===== src/hw/rtl/gif_frame_compositor_assert.svh =====
// ----------------------------------------------------------------------------
// gif_frame_compositor_assert.svh
// Assertion macros for the compositor; define NO_ASSERTIONS to drop them.
// ----------------------------------------------------------------------------
`ifndef GIF_FRAME_COMPOSITOR_ASSERT_SVH
`define GIF_FRAME_COMPOSITOR_ASSERT_SVH

`ifndef NO_ASSERTIONS

// same-cycle implication
`define GFC_ASSERT_IMP(lbl, clk_s, rstn_s, ante, cons) \
	lbl: assert property (@(posedge clk_s) disable iff (!rstn_s) (ante) |-> (cons)) \
		else $error("gif_frame_compositor: assertion failed");

// next-cycle implication
`define GFC_ASSERT_NXT(lbl, clk_s, rstn_s, ante, cons) \
	lbl: assert property (@(posedge clk_s) disable iff (!rstn_s) (ante) |=> (cons)) \
		else $error("gif_frame_compositor: assertion failed");

`else

`define GFC_ASSERT_IMP(lbl, clk_s, rstn_s, ante, cons)
`define GFC_ASSERT_NXT(lbl, clk_s, rstn_s, ante, cons)

`endif

`endif


===== src/hw/rtl/gfc_pkg.sv =====
// ----------------------------------------------------------------------------
// gfc_pkg
// Shared types and constants of the GIF frame compositor.
// ----------------------------------------------------------------------------
`default_nettype none

package gfc_pkg;

	// item opcodes
	typedef enum logic [2:0] {
		OP_RESTART = 3'd0,
		OP_PALETTE = 3'd1,
		OP_FRAME   = 3'd2,
		OP_PIXEL   = 3'd3,
		OP_READ    = 3'd4
	} opcode_t;

	// disposal methods that act
	localparam logic [2:0] DISP_CLEAR   = 3'd2;
	localparam logic [2:0] DISP_RESTORE = 3'd3;

	// configuration register indexes
	localparam logic REG_CANVAS_W = 1'b0;
	localparam logic REG_CANVAS_H = 1'b1;

	localparam logic [9:0] CFG_DIM_RESET = 10'd512;
	localparam logic [7:0] ALPHA_OPAQUE  = 8'hff;

	// memory sweep kinds
	typedef enum logic [1:0] {
		SW_CLEAR_ALL  = 2'd0,
		SW_CLEAR_RECT = 2'd1,
		SW_RESTORE    = 2'd2,
		SW_SNAP       = 2'd3
	} sweep_mode_t;

	typedef enum logic [2:0] {
		ST_BOOT,
		ST_IDLE,
		ST_RESTART,
		ST_DISPOSE,
		ST_SNAP,
		ST_PIXEL
	} state_t;

	typedef struct packed {
		logic        sweep_start;
		sweep_mode_t sweep_mode;
		logic        load_frame;
		logic        load_palette;
		logic        pix_go;
		logic        read_go;
		logic        restart;
	} gfc_cmd_t;

	typedef struct packed {
		logic sweep_done;
		logic rect_empty;
	} gfc_status_t;

endpackage

`default_nettype wire


===== src/hw/rtl/gfc_ctrl.sv =====
// ----------------------------------------------------------------------------
// gfc_ctrl
// Sequencer: accepts items, orders disposal, snapshot and canvas sweeps.
// ----------------------------------------------------------------------------
`default_nettype none

module gfc_ctrl (
	input  wire logic              clk,
	input  wire logic              arst_n,
	input  wire logic              start,
	input  wire logic [2:0]        opcode,
	input  wire logic [2:0]        disposal,
	output logic                   busy,
	output gfc_pkg::gfc_cmd_t      cmd,
	input  wire gfc_pkg::gfc_status_t status
);
	import gfc_pkg::*;

	state_t     state_q, state_d;
	logic       held_q, have_prior_q, snap_pend_q;
	logic [2:0] prior_disp_q;
	logic       accept, disp_clear, disp_restore, snap_need;
	opcode_t    op;

	assign op           = opcode_t'(opcode);
	assign busy         = (state_q != ST_IDLE);
	assign accept       = start && (state_q == ST_IDLE);
	assign disp_clear   = have_prior_q && (prior_disp_q == DISP_CLEAR) && !status.rect_empty;
	assign disp_restore = have_prior_q && (prior_disp_q == DISP_RESTORE);
	assign snap_need    = (disposal == DISP_RESTORE) && !held_q;

	// state register
	always_ff @(posedge clk or negedge arst_n) begin
		if (!arst_n) begin
			state_q <= ST_BOOT;
		end else begin
			state_q <= state_d;
		end
	end

	// frame bookkeeping
	always_ff @(posedge clk or negedge arst_n) begin
		if (!arst_n) begin
			held_q       <= 1'b0;
			have_prior_q <= 1'b0;
			snap_pend_q  <= 1'b0;
			prior_disp_q <= 3'd0;
		end else if (accept && op == OP_RESTART) begin
			held_q       <= 1'b0;
			have_prior_q <= 1'b0;
		end else if (accept && op == OP_FRAME) begin
			held_q       <= (disposal == DISP_RESTORE);
			have_prior_q <= 1'b1;
			snap_pend_q  <= snap_need;
			prior_disp_q <= disposal;
		end
	end

	// next state
	always_comb begin
		state_d = state_q;
		case (state_q)
			ST_BOOT: begin
				state_d = ST_RESTART;
			end
			ST_IDLE: begin
				if (start) begin
					case (op)
						OP_RESTART: state_d = ST_RESTART;
						OP_FRAME: begin
							if (disp_clear || disp_restore) state_d = ST_DISPOSE;
							else if (snap_need)             state_d = ST_SNAP;
							else                            state_d = ST_IDLE;
						end
						OP_PIXEL: state_d = ST_PIXEL;
						default:  state_d = ST_IDLE;
					endcase
				end
			end
			ST_RESTART: begin
				if (status.sweep_done) state_d = ST_IDLE;
			end
			ST_DISPOSE: begin
				if (status.sweep_done) state_d = snap_pend_q ? ST_SNAP : ST_IDLE;
			end
			ST_SNAP: begin
				if (status.sweep_done) state_d = ST_IDLE;
			end
			ST_PIXEL: begin
				state_d = ST_IDLE;
			end
			default: begin
				state_d = ST_IDLE;
			end
		endcase
	end

	// commands
	always_comb begin
		cmd = '0;
		case (state_q)
			ST_BOOT: begin
				cmd.sweep_start = 1'b1;
				cmd.sweep_mode  = SW_CLEAR_ALL;
			end
			ST_IDLE: begin
				if (start) begin
					case (op)
						OP_RESTART: begin
							cmd.restart     = 1'b1;
							cmd.sweep_start = 1'b1;
							cmd.sweep_mode  = SW_CLEAR_ALL;
						end
						OP_PALETTE: cmd.load_palette = 1'b1;
						OP_FRAME: begin
							cmd.load_frame = 1'b1;
							if (disp_clear) begin
								cmd.sweep_start = 1'b1;
								cmd.sweep_mode  = SW_CLEAR_RECT;
							end else if (disp_restore) begin
								cmd.sweep_start = 1'b1;
								cmd.sweep_mode  = SW_RESTORE;
							end else if (snap_need) begin
								cmd.sweep_start = 1'b1;
								cmd.sweep_mode  = SW_SNAP;
							end
						end
						OP_PIXEL: cmd.pix_go  = 1'b1;
						OP_READ:  cmd.read_go = 1'b1;
						default:  cmd = '0;
					endcase
				end
			end
			ST_DISPOSE: begin
				if (status.sweep_done && snap_pend_q) begin
					cmd.sweep_start = 1'b1;
					cmd.sweep_mode  = SW_SNAP;
				end
			end
			default: begin
				cmd = '0;
			end
		endcase
	end

endmodule

`default_nettype wire


===== config.mk =====
export PLATFORM = sky130hd
export DESIGN_NAME = gfc_ctrl
export DESIGN_NICKNAME = d
export VERILOG_FILES = /design/src/hw/rtl/gif_frame_compositor_assert.svh /design/src/hw/rtl/gfc_pkg.sv /design/src/hw/rtl/gfc_ctrl.sv
export SDC_FILE = /design/constraint.sdc
export NUM_CORES = 1
export LEC_CHECK = 0
export BUFFER_PORTS_ARGS = -buffer_cell sky130_fd_sc_hd__buf_2
export CAP_MARGIN = 25
export CORE_MARGIN = 2
export CORE_UTILIZATION = 44
export DETAILED_ROUTE_END_ITERATION = 6
export GPL_ROUTABILITY_DRIVEN = 0
export PLACE_DENSITY = 0.7
export SKIP_CTS_REPAIR_TIMING = 1
export SYNTH_ARGS = -nofsm -noshare
export SYNTH_HDL_FRONTEND = slang
export SYNTH_SLANG_ARGS = --single-unit

===== constraint.sdc =====
create_clock -name clk -period 1.45 [get_ports clk]
set_input_delay 0.0725 -clock clk [delete_from_list [all_inputs] [get_ports clk]]
set_output_delay 0.0725 -clock clk [all_outputs]
set_load 0.01 [all_outputs]

# ---- After elaboration in Yosys (flattened, before gate mapping)
# Cells that the tools add are included.
dict set report totals {
  register_bits 9
  in_bits 11
  out_inout_bits 9
  word_cells 63
}
dict set report op_classes {
  n_eq_ne 15
  muxes 25
  bitwise 1
  reduce_logical 17
}
# cell count
set op_table {}
lappend op_table {{2-to-1 mux 3 bit} 10}
lappend op_table {{== test 3 x 2 -> 1 bit, second input constant} 7}
lappend op_table {{case mux 3 bit (3 select lines)} 2}
lappend op_table {{case mux 3 bit (4 select lines)} 1}
lappend op_table {{2-to-1 mux 1 bit} 9}
lappend op_table {{logical AND 1 bit} 8}
lappend op_table {{2-to-1 mux 8 bit} 1}
lappend op_table {{== test 3 x 1 -> 1 bit, second input constant} 2}
lappend op_table {{== test 3 bit, second input constant} 2}
lappend op_table {{logical NOT 3 bit} 2}
lappend op_table {{case mux 3 bit (2 select lines)} 1}
lappend op_table {{2-to-1 mux 5 bit} 1}
lappend op_table {{inequality test 2 bit, second input constant} 2}
lappend op_table {{inequality test 3 x 1 -> 1 bit, second input constant} 1}
lappend op_table {{AND reduction 3 bit} 1}
lappend op_table {{logical NOT 1 bit} 2}
lappend op_table {{inequality test 2 x 1 -> 1 bit, second input constant} 1}
lappend op_table {{AND reduction 2 bit} 1}
lappend op_table {{nonzero test 2 bit} 1}
lappend op_table {{OR reduction 2 bit} 1}
lappend op_table {{logical OR 1 bit} 1}
lappend op_table {{NOT 1 bit} 1}

# ---- Longest topological paths before layout
# Gate-level depths: netlist of run 1.
dict set report logic_depth {
  depth_word 8
  mapped_depth 4
  ltp_nobuf 3
}

# ---- Worst setup path before layout of run 1
# OpenSTA, ideal clock, no wires.
dict set report synth_path {
  kind {register -> register}
  start {reg state_q[1]}
  end {reg prior_disp_q[0]}
  setup_ns 0.125
  arrival_time_ns 1.238
  setup_slack_ns 0.087
  stages_incl_launch_ff 5
  path_buffers 1
  period_less_slack_ns 1.363
  path_cell_list {dfrtp_1 buf_6 and4bb_4 nand2_4 mux2_4}
}
dict set report synth_between {
  elab_chain_len 5
}
# item line_no
set synth_lines {}
lappend synth_lines {{start: declaration} gfc_ctrl.sv:19} ;# state_t state_q, state_d;
lappend synth_lines {{start signal: assignment} gfc_ctrl.sv:37} ;# state_q <= state_d;
lappend synth_lines {{== test 3 x 1 -> 1 bit (*)} gfc_ctrl.sv:27} ;# assign accept = start && (state_q == ST_IDLE);
lappend synth_lines {{logical AND 1 bit (*)} gfc_ctrl.sv:27}
lappend synth_lines {{logical AND 1 bit} gfc_ctrl.sv:48} ;# end else if (accept && op == OP_RESTART) begin
lappend synth_lines {{NOT 1 bit (no source line)} -}
lappend synth_lines {{AND reduction 2 bit (no source line) (*)} -}
lappend synth_lines {{end signal: assignment} gfc_ctrl.sv:55} ;# prior_disp_q <= disposal;
lappend synth_lines {{end: declaration} gfc_ctrl.sv:21} ;# logic [2:0] prior_disp_q;
# Every way passes the cells marked *; elsewhere a longest branch is shown, timed or not.
# A chain may end at the register's enable or synchronous reset.

==> results of run 1 <==
layout make-up:
class                           instances  area [sq um]  share of cell area
Multi-Input combinational cell         51           457               0.478
Sequential cell                         9           225               0.236
Timing Repair Buffer                   32           216               0.226
Clock buffer                            4          26.3              0.0275
Tap cell                               16          20.0              0.0209
Inverter                                3          11.3              0.0118
metrics by stage:
| step | setup WS [ps] | total power [W] | cells | area (sq um) | hold slack, ps |
|---|---|---|---|---|---|
| 6_report | -248 | 0.00135 | 115 | 956 | 77.3 |
| 5_1_grt | -314 | 0.00145 | 115 | 956 | 83.9 |
| 4_1_cts | -274 | 0.00121 | 107 | 827 | -343 |
| 3_5_place_dp | 11.3 | 0.00101 | 103 | 801 | -61.0 |
| 3_3_place_gp | 36.6 | 0.000995 | 103 | 801 | -63.5 |
| 2_1_floorplan | 87.3 | 0.000819 | 65 | 663 | -223 |
power groups by stage:
stage | Combinational [W] | Sequential (W) | Clock [W]
after floorplan | 0.000408 | 0.000411 | 0
after global routing | 0.000811 | 0.000420 | 0.000216
after global placement | 0.000592 | 0.000403 | 0
after detailed placement | 0.000598 | 0.000410 | 0
after CTS | 0.000601 | 0.000405 | 0.000203
final | 0.000741 | 0.000408 | 0.000197
flip-flops by register name (all words and copies together), names as in the netlist:
name	count
have_prior_q	1
held_q	1
prior_disp_q	3
snap_pend_q	1
state_q	3
worst max-delay path by stage:
stage / from / end / slack, ps / depth (start not counted)
6_report: prior_disp_q[2]$_DFFE_PN0P_ / cmd[5] / -250 / 4
5_1_grt: prior_disp_q[2]$_DFFE_PN0P_ / cmd[5] / -310 / 4
4_1_cts: prior_disp_q[2]$_DFFE_PN0P_ / cmd[5] / -270 / 4
3_5_place_dp: prior_disp_q[2]$_DFFE_PN0P_ / cmd[5] / 10 / 4
3_3_place_gp: prior_disp_q[2]$_DFFE_PN0P_ / cmd[5] / 40 / 4
2_1_floorplan: state_q[1]$_DFFE_PN0P_ / prior_disp_q[0]$_DFFE_PN0P_ / 90 / 4
critical path, cell delays in order (launching register included):
cell,delay (ps)
dfrtp_1,370
or4bb_1,510
nor2b_4,150
o32ai_2,180
buf_2,160
routing by layer:
layer	track usage	vias up	routed length, um
met3	0.0468	0	65
met1	0.219	300	652
li1	-	319	-
met5	0	-	0
met4	0.0375	0	0
met2	0.294	10	892
cell usage after synthesis:
master and instances:
nand2_2 1, o211ai_1 1, nand4_1 1, nand2b_1 4
nor3b_2 1, o32ai_2 1, nand3_1 3, a21oi_1 1
or2_2 1, o31ai_1 1, buf_6 1, and3b_1 2
and3_1 1, nand2_4 1, maj3_1 1, a211oi_1 1
o21ai_0 1, a31oi_1 1, nor3b_1 2, nor2_1 4
nand3b_1 1, inv_1 3, or3_1 1, clkbuf_1 1
and4bb_2 1, mux2_2 2, nor3_1 1, dfrtp_1 9
a21o_1 1, a21boi_0 1, nand2_1 1, or4bb_1 1
a21bo_2 1, o22ai_1 3, o32a_1 1, and4bb_4 1
nor2b_1 1, and4b_1 2, mux2_4 3
cell families after synthesis:
group | after synthesis | share of synthesized area
simple gates | 31 | 0.340
compound gates | 14 | 0.164
flops | 9 | 0.340
buf+inv | 5 | 0.0396
mux | 5 | 0.102
fa+ha+maj | 1 | 0.0151
==> impl_metrics.ini, run 1 <==
[yosys]
synth_nets = 76
synth.area.top_cells = dfrtp_1 (34%), mux2_4 (6.8%), nand2b_1 (3.8%)
yosysWarningCount = 0
synth_cell_types = 39
synthCells = 65
yosysTopAreaCell = dfrtp_1
yosysTopAreaCellShare = 0.340
ys_ff_latch = 9
synthesis.area_sq_um = 663
yosysSeqAreaShare = 0.340
avgSynthCellArea_sq_um = 10.2

[routing]
avgRoutedWirePerCell_um = 14.0
firstDrtPassIters = 4
drc = 0
finalWirelength_mm = 1.61
vias = 629
ant_nets = 0
drt_iter0_drc = 6
viasPerCell = 5.47

[die]
die_h_um = 42.8
dieArea_sq_um = 1830
core.rowCount = 14
die_width_um = 42.8
start_util = 0.456
core_area_sq_um = 1450
ios = 20

[status]
violations = setup timing
status = finished with violations

[layout]
nFillCells = 127
post-route-util = 0.657
syn_to_final_growth_pct = 44.2
drive_above_1_share = 0.545
nNetsFinal = 111
layout_commonest_cell = buf_2
num_antenna_cells = 0
final_cell_mix = buf_2 (18), dfrtp_1 (9), buf_4 (8)

[critical_path]
rr_startpoint = state_q[2]$_DFFE_PN0P_
startpoint_type = flop
end_kind = output port
r2r-end = prior_disp_q[1]$_DFFE_PN0P_
rrSetupSlack_ps = 10
worstRegToRegCells = 4
required_ps = 1380
crit_arrival_ps = 1630
critPathKind = reg -> out
worst-path-max-fanout = 2

[sta]
setup_ws_ps = -248
finalClockSkew_ps = 1.15
fmax_mhz = 589
drv_slew = 0
fin_setup_tns_ps = -622
relSlewSlack = 0.742
setup_viol = 6
min_period_ps = 1700
rsz0062_at_grt = yes
fin_crit_sh = 1.17
worstMarginPinSlew_ps = 385
final_hold_viol_count = 0

[power]
switching_share = 0.342
power_density_nw_per_um2 = 1410
leakage_nw = 0.477
ir_worst_vdd_mv = 0.770
internal-power_w = 0.000886
clkPwrFrac = 0.146
combPwrFrac = 0.550
pwr-share-seq = 0.303
power_switching_w = 0.000460

[cts]
cts-root-buf = clkbuf_4
cts_sinks = 9
cts_tree = built
cts_max_path_buffers = 2
cts_max_level = 1
cts_buffers = 3
clkLatencyLatePin_ps = 260
clk_pin_slew_ps = 60

[worst_hold_path]
hold_start = disposal[2]
min_path_cells = 2
hold_end = prior_disp_q[2]$_DFFE_PN0P_
hold_path_class = in -> reg

[global_routing]
grt_pass1_vias = 537
antenna_found_initial = 0
grt-ovfl-total = 0
grt_max_degree = 11
track_usage = 0.173
grt_first_pass_wirelength_mm = 2.39

[place]
numPortBuffers = 19
hpwl_mm = 1.16

[run]
maxCapViolCount = 0
No activity file was read; power rests on OpenSTA's default activity.
==> run 2, diff against run 1 <==
PLACE_DENSITY = 0.79   (was 0.7)
==> impl_metrics.ini, run 2 (same netlist as run 1, synthesis figures left out) <==
[layout]
final_cell_mix = buf_2 (19), buf_4 (10), dfrtp_1 (9)
register_area_sq_um = 225
multi_input_area_sq_um = 454
nNetsFinal = 110
syn_to_final_growth_pct = 40.0
layout_commonest_cell = buf_2
finalNonFillerCells = 114
drive_above_1_share = 0.531
nFillCells = 124
post-route-util = 0.639
top_regs = prior_disp_q: 3 flops, state_q: 3 flops
num_antenna_cells = 0

[global_routing]
grt_first_pass_wirelength_mm = 2.52
antenna_found_initial = 0
grt-ovfl-total = 0
track_usage = 0.191
grt_max_degree = 11
grt_pass1_vias = 571

[cts]
cts_tree = built
cts-root-buf = clkbuf_4
clkLatencyLatePin_ps = 270
cts_sinks = 9
cts_max_level = 1
cts_buffers = 3
clk_pin_slew_ps = 60
cts_max_path_buffers = 2

[critical_path]
worst-path-max-fanout = 2
startpoint_type = flop
crit_arrival_ps = 1640
critPathKind = reg -> out
end_kind = output port
required_ps = 1380

[die]
die_h_um = 42.8
dieArea_sq_um = 1830
core.rowCount = 14
die_width_um = 42.8
core_area_sq_um = 1450
start_util = 0.456
ios = 20

[routing]
drc = 0
vias = 658
firstDrtPassIters = 4
finalWirelength_mm = 1.77
avgRoutedWirePerCell_um = 15.5
ant_nets = 0
viasPerCell = 5.77
drt_iter0_drc = 6

[sta]
rsz0062_at_grt = yes
fmax_mhz = 585
finalClockSkew_ps = 6.79
setup_viol = 6
worstMarginPinSlew_ps = 401
min_period_ps = 1710
fin_crit_sh = 1.18
drv_slew = 0
fin_setup_tns_ps = -928
relSlewSlack = 0.731
setup_ws_ps = -260
final_hold_viol_count = 0

[power]
power_density_nw_per_um2 = 1470
leakage_nw = 0.476
ir_worst_vdd_mv = 0.621
p_total_w = 0.00136

[place]
numPortBuffers = 19
hpwl_mm = 1.25
place_inst = 103
dp_slack_ps = -8.83

[status]
status = finished with violations
violations = setup timing

[worst_hold_path]
hold_path_class = in -> reg

[run]
maxCapViolCount = 0
-- run 2: cell count changes in the layout (fill, tap and decap cells not counted), sizes merged --
cell | before | now
buf | 31 | 30
-- run 2: power breakdown --
part	internal [W]	switching, W
registers	0.000349	0.0000749
clock network	0.000106	0.0000943
logic	0.000414	0.000324
total	0.000870	0.000494
-- run 2: metal layers --
layer  up-vias  wire length, um  part of all wire  GRT usage
met1       305              723              0.41      0.223
met5         -                0                 0          0
li1        316                -                 -          -
met2        28              862              0.49      0.318
met3         9              108             0.061     0.0426
met4         0               72             0.041      0.106
-- run 2: final timing paths --
check	from	end	slack, ps	cells after the start
min in group asynchronous	arst_n	state_q[2]$_DFFE_PN0P_	180	2
worst max-delay path	prior_disp_q[2]$_DFFE_PN0P_	cmd[5]	-260	4
max in group asynchronous	arst_n	prior_disp_q[1]$_DFFE_PN0P_	1090	2
worst min-delay path	disposal[1]	prior_disp_q[1]$_DFFE_PN0P_	60	2
worst max register to register	state_q[2]$_DFFE_PN0P_	state_q[2]$_DFFE_PN0P_	80	4
worst min register to register	held_q$_DFFE_PN0P_	held_q$_DFFE_PN0P_	520	1
-- run 2: metrics by stage --
step	hold slack, ps	instance area (sq um)
detailed placement	-63.8	801
floorplan	-223	663
global placement	-70.0	801
finish	59.1	928
CTS	-345	827
global route	70.1	928
-- run 2: worst max-delay path, stage by stage (launching register included) --
cell,delay [ps]
dfrtp_1,380
or4bb_1,510
nor2b_4,150
o32ai_2,180
buf_2,160
-- run 2: area by class of cell --
| cell class | instances | area share |
|---|---|---|
| multi-input cells | 51 | 0.489 |
| clock buffers | 4 | 0.0283 |
| repair buffers | 31 | 0.206 |
| inverters | 3 | 0.0121 |
| well taps | 16 | 0.0216 |
| flip-flops and latches | 9 | 0.243 |
==> run 3, diff against run 2 <==
SKIP_CTS_REPAIR_TIMING = unset   (was 1)
==> impl_metrics.ini, run 3 (same netlist as run 1, synthesis figures left out) <==
[critical_path]
worst-path-buf-inv = 1
worst-path-max-fanout = 2
worstRegToRegCells = 5
cp.depth = 4
required_ps = 1380
crit_chain = or4bb_1, nor2b_4, o32ai_2, buf_2
crit_family = simple AND/OR/NAND/NOR gates
end_kind = output port
cpPeakStageDelay_ps = 500
startpoint_type = flop
crit_arrival_ps = 1630
slowest_stage = or4bb_1
critPathKind = reg -> out
rr_startpoint = state_q[2]$_DFFE_PN0P_
r2r-end = held_q$_DFFE_PN0P_
rrSetupSlack_ps = -60

[layout]
drive_above_1_share = 0.560
num_antenna_cells = 0
nFillCells = 116
nNetsFinal = 112
top_regs = prior_disp_q: 3 flops, state_q: 3 flops
final_cell_mix = buf_2 (19), buf_4 (11), dfrtp_1 (9)
layout_commonest_cell = buf_2
syn_to_final_growth_pct = 44.2
finalNonFillerCells = 116
post-route-util = 0.657

[place]
hpwl_mm = 1.25
numPortBuffers = 19
place_inst = 103

[global_routing]
antenna_found_initial = 0
met3_usage = 0.0426
grt_use_met2 = 0.315
grt_first_pass_wirelength_mm = 2.73
grt-ovfl-total = 0
top_usage_layer = met2
track_usage = 0.204
grt_pass1_vias = 598
grt_max_degree = 11
met1_usage = 0.263

[power]
combPwrFrac = 0.550
clkPwrFrac = 0.147
power_switching_w = 0.000512
leakage_nw = 0.487
pwr-share-seq = 0.303
ir_worst_vdd_mv = 0.669
switching_share = 0.364
internal-power_w = 0.000896
power_density_nw_per_um2 = 1470
p_total_w = 0.00141

[sta]
final_hold_viol_count = 0
finalClockSkew_ps = 11.2
fin_crit_sh = 1.18
relSlewSlack = 0.741
hold_slack_ps = 53.0
min_period_ps = 1700
setup_viol = 8
setup_ws_ps = -255
rsz0062_at_grt = yes
drv_slew = 0
fmax_mhz = 587
worstMarginPinSlew_ps = 387
fin_setup_tns_ps = -1130

[routing]
viasPerCell = 5.67
firstDrtPassIters = 4
avgRoutedWirePerCell_um = 15.9
drc = 0
drt_iter0_drc = 20
vias = 658
ant_nets = 0
finalWirelength_mm = 1.84

[cts]
cts_sinks = 9
cts-root-buf = clkbuf_4
clk_pin_slew_ps = 70
cts_max_level = 1
cts_tree = built
cts_buffers = 3
cts_max_path_buffers = 2
clkLatencyLatePin_ps = 270

[worst_hold_path]
min_path_cells = 2
hold_end = prior_disp_q[0]$_DFFE_PN0P_
hold_start = disposal[0]
hold_path_class = in -> reg

[die]
core.rowCount = 14
dieArea_sq_um = 1830
start_util = 0.456
core_area_sq_um = 1450
ios = 20
die_h_um = 42.8
die_width_um = 42.8

[status]
violations = setup timing
status = finished with violations

[run]
maxCapViolCount = 0
## run 3: cell types whose count changed in the layout (fill, tap and decap cells not counted)
cell,previous run,this run
buf_6,1,2
a21boi_2,0,1
buf_4,10,11
nor3_2,0,1
nor3_1,1,0
a21boi_1,1,0
## run 3: how the worst max path moves through the flow
| stage | startpoint | to |
|---|---|---|
| floorplan | state_q[1]$_DFFE_PN0P_ | prior_disp_q[0]$_DFFE_PN0P_ |
| global placement | prior_disp_q[2]$_DFFE_PN0P_ | cmd[5] |
| detailed placement | prior_disp_q[2]$_DFFE_PN0P_ | cmd[5] |
| CTS | prior_disp_q[2]$_DFFE_PN0P_ | cmd[5] |
| global route | prior_disp_q[2]$_DFFE_PN0P_ | cmd[5] |
| finish | prior_disp_q[2]$_DFFE_PN0P_ | cmd[5] |
## run 3: through the flow
step                      instance area [sq um]  worst slack [ps]
after CTS                                   891              -265
after global placement                      801              40.9
after detailed placement                    801             -8.83
final                                       956              -255
after global routing                        956              -335
after floorplan                             663              87.3
## run 3: what timing repair did
action | CTS | global route
pin swaps | 3 | 4
endpoints found under the setup margin | 6 | 9
hold endpoints to repair | 9 | 0
hold buffers | 1 | 0
buffers inserted | 3 | 6
gates resized for setup | 8 | 8
## run 3: final cells by class
type	instances	area [sq um]	area share
well taps	16	20.0	0.0209
clock buffers	4	26.3	0.0275
inverters	3	11.3	0.0118
flip-flops and latches	9	225	0.236
repair buffers	33	210	0.220
multi-input cells	51	463	0.484
## run 3: metal layers
metal / part of all wire / routed length, um
met1: 0.42 / 770
met2: 0.51 / 937
met3: 0.052 / 96
met4: 0.020 / 36
met5: 0 / 0
## run 3: power groups by stage
stage	logic (W)	clock network [W]	registers (W)
after global routing	0.000836	0.000220	0.000440
after detailed placement	0.000610	0	0.000426
after CTS	0.000710	0.000197	0.000423
final	0.000774	0.000208	0.000426
after floorplan	0.000408	0	0.000411
after global placement	0.000580	0	0.000413
